[src/odd_prime_table_sieve_unit_defines.svh]
// Assertion macros shared by the sieve unit. They expect clk and rst_n in scope.
`ifndef ODD_PRIME_TABLE_SIEVE_UNIT_DEFINES_SVH
`define ODD_PRIME_TABLE_SIEVE_UNIT_DEFINES_SVH

// The consequent must hold in the same cycle as the antecedent.
`define OPTS_CHECK_NOW(name, ante, cons, msg) \
  name: assert property (@(posedge clk) disable iff (!rst_n) (ante) |-> (cons)) \
    else $error(msg);

// The consequent must hold in the cycle after the antecedent.
`define OPTS_CHECK_NEXT(name, ante, cons, msg) \
  name: assert property (@(posedge clk) disable iff (!rst_n) (ante) |=> (cons)) \
    else $error(msg);

`endif

[src/opts_ram.sv]
module opts_ram #(
  parameter int unsigned WIDTH = 1,
  parameter int unsigned DEPTH = 16
) (
  input  logic                     clk,
  input  logic                     we,
  input  logic [$clog2(DEPTH)-1:0] waddr,
  input  logic [WIDTH-1:0]         wdata,
  input  logic                     re,
  input  logic [$clog2(DEPTH)-1:0] raddr,
  output logic [WIDTH-1:0]         rdata
);

  logic [WIDTH-1:0] mem [DEPTH];
  logic [WIDTH-1:0] rdata_r;

  always_ff @(posedge clk) begin
    if (we) begin
      mem[waddr] <= wdata;
    end
    if (re) begin
      rdata_r <= mem[raddr];
    end
  end

  assign rdata = rdata_r;

endmodule

[config.mk]
export PLATFORM = sky130hd
export DESIGN_NAME = opts_ram
export DESIGN_NICKNAME = d
export VERILOG_FILES = /design/src/odd_prime_table_sieve_unit_defines.svh /design/src/opts_ram.sv
export SDC_FILE = /design/constraint.sdc
export NUM_CORES = 1
export LEC_CHECK = 0
export ABC_CLOCK_PERIOD_IN_PS = 2200
export BUFFER_PORTS_ARGS = -buffer_cell sky130_fd_sc_hd__buf_4
export CORE_ASPECT_RATIO = 1.2
export CORE_MARGIN = 2
export CORE_UTILIZATION = 43
export CTS_BUF_LIST = sky130_fd_sc_hd__clkbuf_8
export CTS_CLUSTER_DIAMETER = 40
export CTS_CLUSTER_SIZE = 30
export DETAILED_ROUTE_END_ITERATION = 10
export MAX_ROUTING_LAYER = met4
export SLEW_MARGIN = 20
export SYNTH_ARGS = -nofsm -noshare
export SYNTH_HDL_FRONTEND = slang
export SYNTH_SLANG_ARGS = --single-unit
[constraint.sdc]
create_clock -name clk -period 2.2 [get_ports clk]
set_clock_uncertainty 0.15 [all_clocks]
set_input_delay 0.44 -clock clk [delete_from_list [all_inputs] [get_ports clk]]
set_output_delay 0.44 -clock clk [all_outputs]
set_load 0.01 [all_outputs]
==> qor.csv <==
metric,value,unit
clock slew at reported path FFs,0.06,ns
Rows,16,
R2R cell count,3,
die height,49.9,um
GRT Util Overall,0.130,
Yosys reg bits,17,
drt via density,5.46,
syn avg cell area,16.1,um^2
outcome,"finished, final reports clean",
Synth cell types,10,
Post-DP HPWL,877,um
I/O Buffers,12,
clk root buf,clkbuf_8,
register share of total power,0.570,
Post-CTS Setup Bufs,0,
drt drc,0,
largest fanout on the critical path,1,
cell accounting for the most synthesized area,edfxtp_1,
Final Util,0.556,
combinational share of power,0.086,
Crit path required time,2.05,ns
clock power share,0.344,
PD cells,704,nW/um^2
MaxCap Viol Count,0,
largest net degree at the start of global routing,17,
synth top area cells,"edfxtp_1 (68%), mux4_1 (14%), nor2_1 (6.0%)",
net switching power,0.125,mW
hold path start,re,
fillers,138,
Starting Density,0.460,
Yosys warnings,0,
nets@finish,76,
post-layout instance area,913,um^2
switch share,0.194,
antenna violations before repair,0,
critical path class,reg -> reg,
Final Max Slew Viols,0,
via count,442,
H-tree depth,1,
most frequent cells in the layout,"edfxtp_1 (17), nor2_1 (12), buf_4 (12), nor3_1 (4), mux4_1 (4)",
"Arr. time, crit path",1.37,ns
WL final,1160,um
CTS tree,done,
CTS-repair resized insts,0,
wire per inst,14.3,um
Final Setup Violations,0,
RSZ-0062 raised after global routing,no,
# diodes,0,
DIE AREA,2110,um^2
TNS Setup,0,ns
final hold viol count,0,
GRT overflow,0,
first-pass GRT wire length,1930,um
Final Non-Filler Cells,81,
clk sinks,17,
cells after synthesis,47,
Layout area overhead,20.9,%
area of the multi-input gates,245,um^2
FMAX,659,MHz
post-synthesis sequential area ratio,0.675,
die width,42.3,um
Reg area,510,um^2
FF-to-FF End,rdata,
syn nets,59,
WHS Endpoint,rdata,
Worst slew margin,0.871,
leakage power,0.331,nW
Worst R2R Start,mem[5],
Max Buffers Root-to-Sink,2,
CP Launch Type,flip-flop,
cell area after synthesis,756,um^2
maximum VDD drop,0.470,mV
hold_buf cts,0,
GP Congestion,0.715,
Period minus WS final,1.52,ns
worst skew pair latency,0.25,ns
area of the core,1640,um^2
vias in the first global route,462,
hold depth,1,
Starting DRT DRC Count,11,
Antenna Nets Post-Route,0,
"Power, Total",0.643,mW
CTS Buf Count,3,
Synth top area share,0.675,
Placed Instance Area,868,um^2
worst hold path class,in -> reg,
I/O pins,13,
Inst Count DP,77,
Final Cycle Share,0.690,
Internal,0.518,mW
"commonest non-fill, non-tap cell in the layout",edfxtp_1,
Slew @ Worst Pin,0.192,ns
flop2flop setup slack,0.68,ns
share of cells above drive strength 1,0.254,
Critical Path End Type,flip-flop,
DRT Pass-1 Iters,4,
==> cells by family after synthesis <==
kind of cell	Yosys count	share of synthesized area
DFF	17	0.675
muxes	7	0.179
and+or+nand+nor	23	0.146
==> worst max-delay path, cell delays in order (launching register included) <==
cell and delay, ns:
edfxtp_1 0.38, mux4_1 0.51, mux2i_1 0.15, mux2i_1 0.09
==> power by group through the flow <==
stage                     sequential, mW  combinational, mW  clock, mW
after detailed placement           0.374             0.0556          0
after CTS                          0.367             0.0558      0.223
after global placement             0.374             0.0544          0
final                              0.367             0.0552      0.221
after floorplan                    0.374             0.0223          0
after global routing               0.367             0.0605      0.238
==> stage by stage <==
step           hold slack [ns]  setup slack [ns]
2_1_floorplan            0.389             0.636
3_3_place_gp             0.493             0.442
3_5_place_dp             0.489             0.419
4_1_cts                  0.231             0.657
5_1_grt                  0.229             0.629
6_report                 0.231             0.682
==> synthesized netlist by cell type <==
master / n
edfxtp_1: 17
nor2_1: 12
mux4_1: 4
nor3_1: 4
mux2i_1: 3
nand2b_1: 2
nand3b_1: 2
nand2_1: 1
nand3_1: 1
or3b_2: 1
==> per-layer routing <==
| metal | track usage | wire (um) | up-vias |
|---|---|---|---|
| met5 | - | 0 | - |
| li1 | - | - | 216 |
| met1 | 0.139 | 441 | 207 |
| met4 | 0.0625 | 25 | 0 |
| met2 | 0.215 | 603 | 16 |
| met3 | 0.0403 | 90 | 3 |
==> registers in the layout, indices dropped and copies added (netlist names) <==
name   count
mem       16
rdata      1
==> how the worst max path moves through the flow <==
stage | start | endpoint | depth (start not counted)
2_1_floorplan | raddr[0] | rdata | 3
3_3_place_gp | raddr[0] | rdata | 4
3_5_place_dp | raddr[0] | rdata | 4
4_1_cts | mem[5] | rdata | 3
5_1_grt | mem[5] | rdata | 3
6_report | mem[5] | rdata | 3
==> layout make-up <==
cell class,instances,share of cell area
Sequential cell,17,0.559
Multi-Input combinational cell,30,0.268
Clock inverter,1,0.00411
Tap cell,18,0.0247
Timing Repair Buffer,12,0.0986
Clock buffer,3,0.0452
Power figures use the tool's default switching activity.
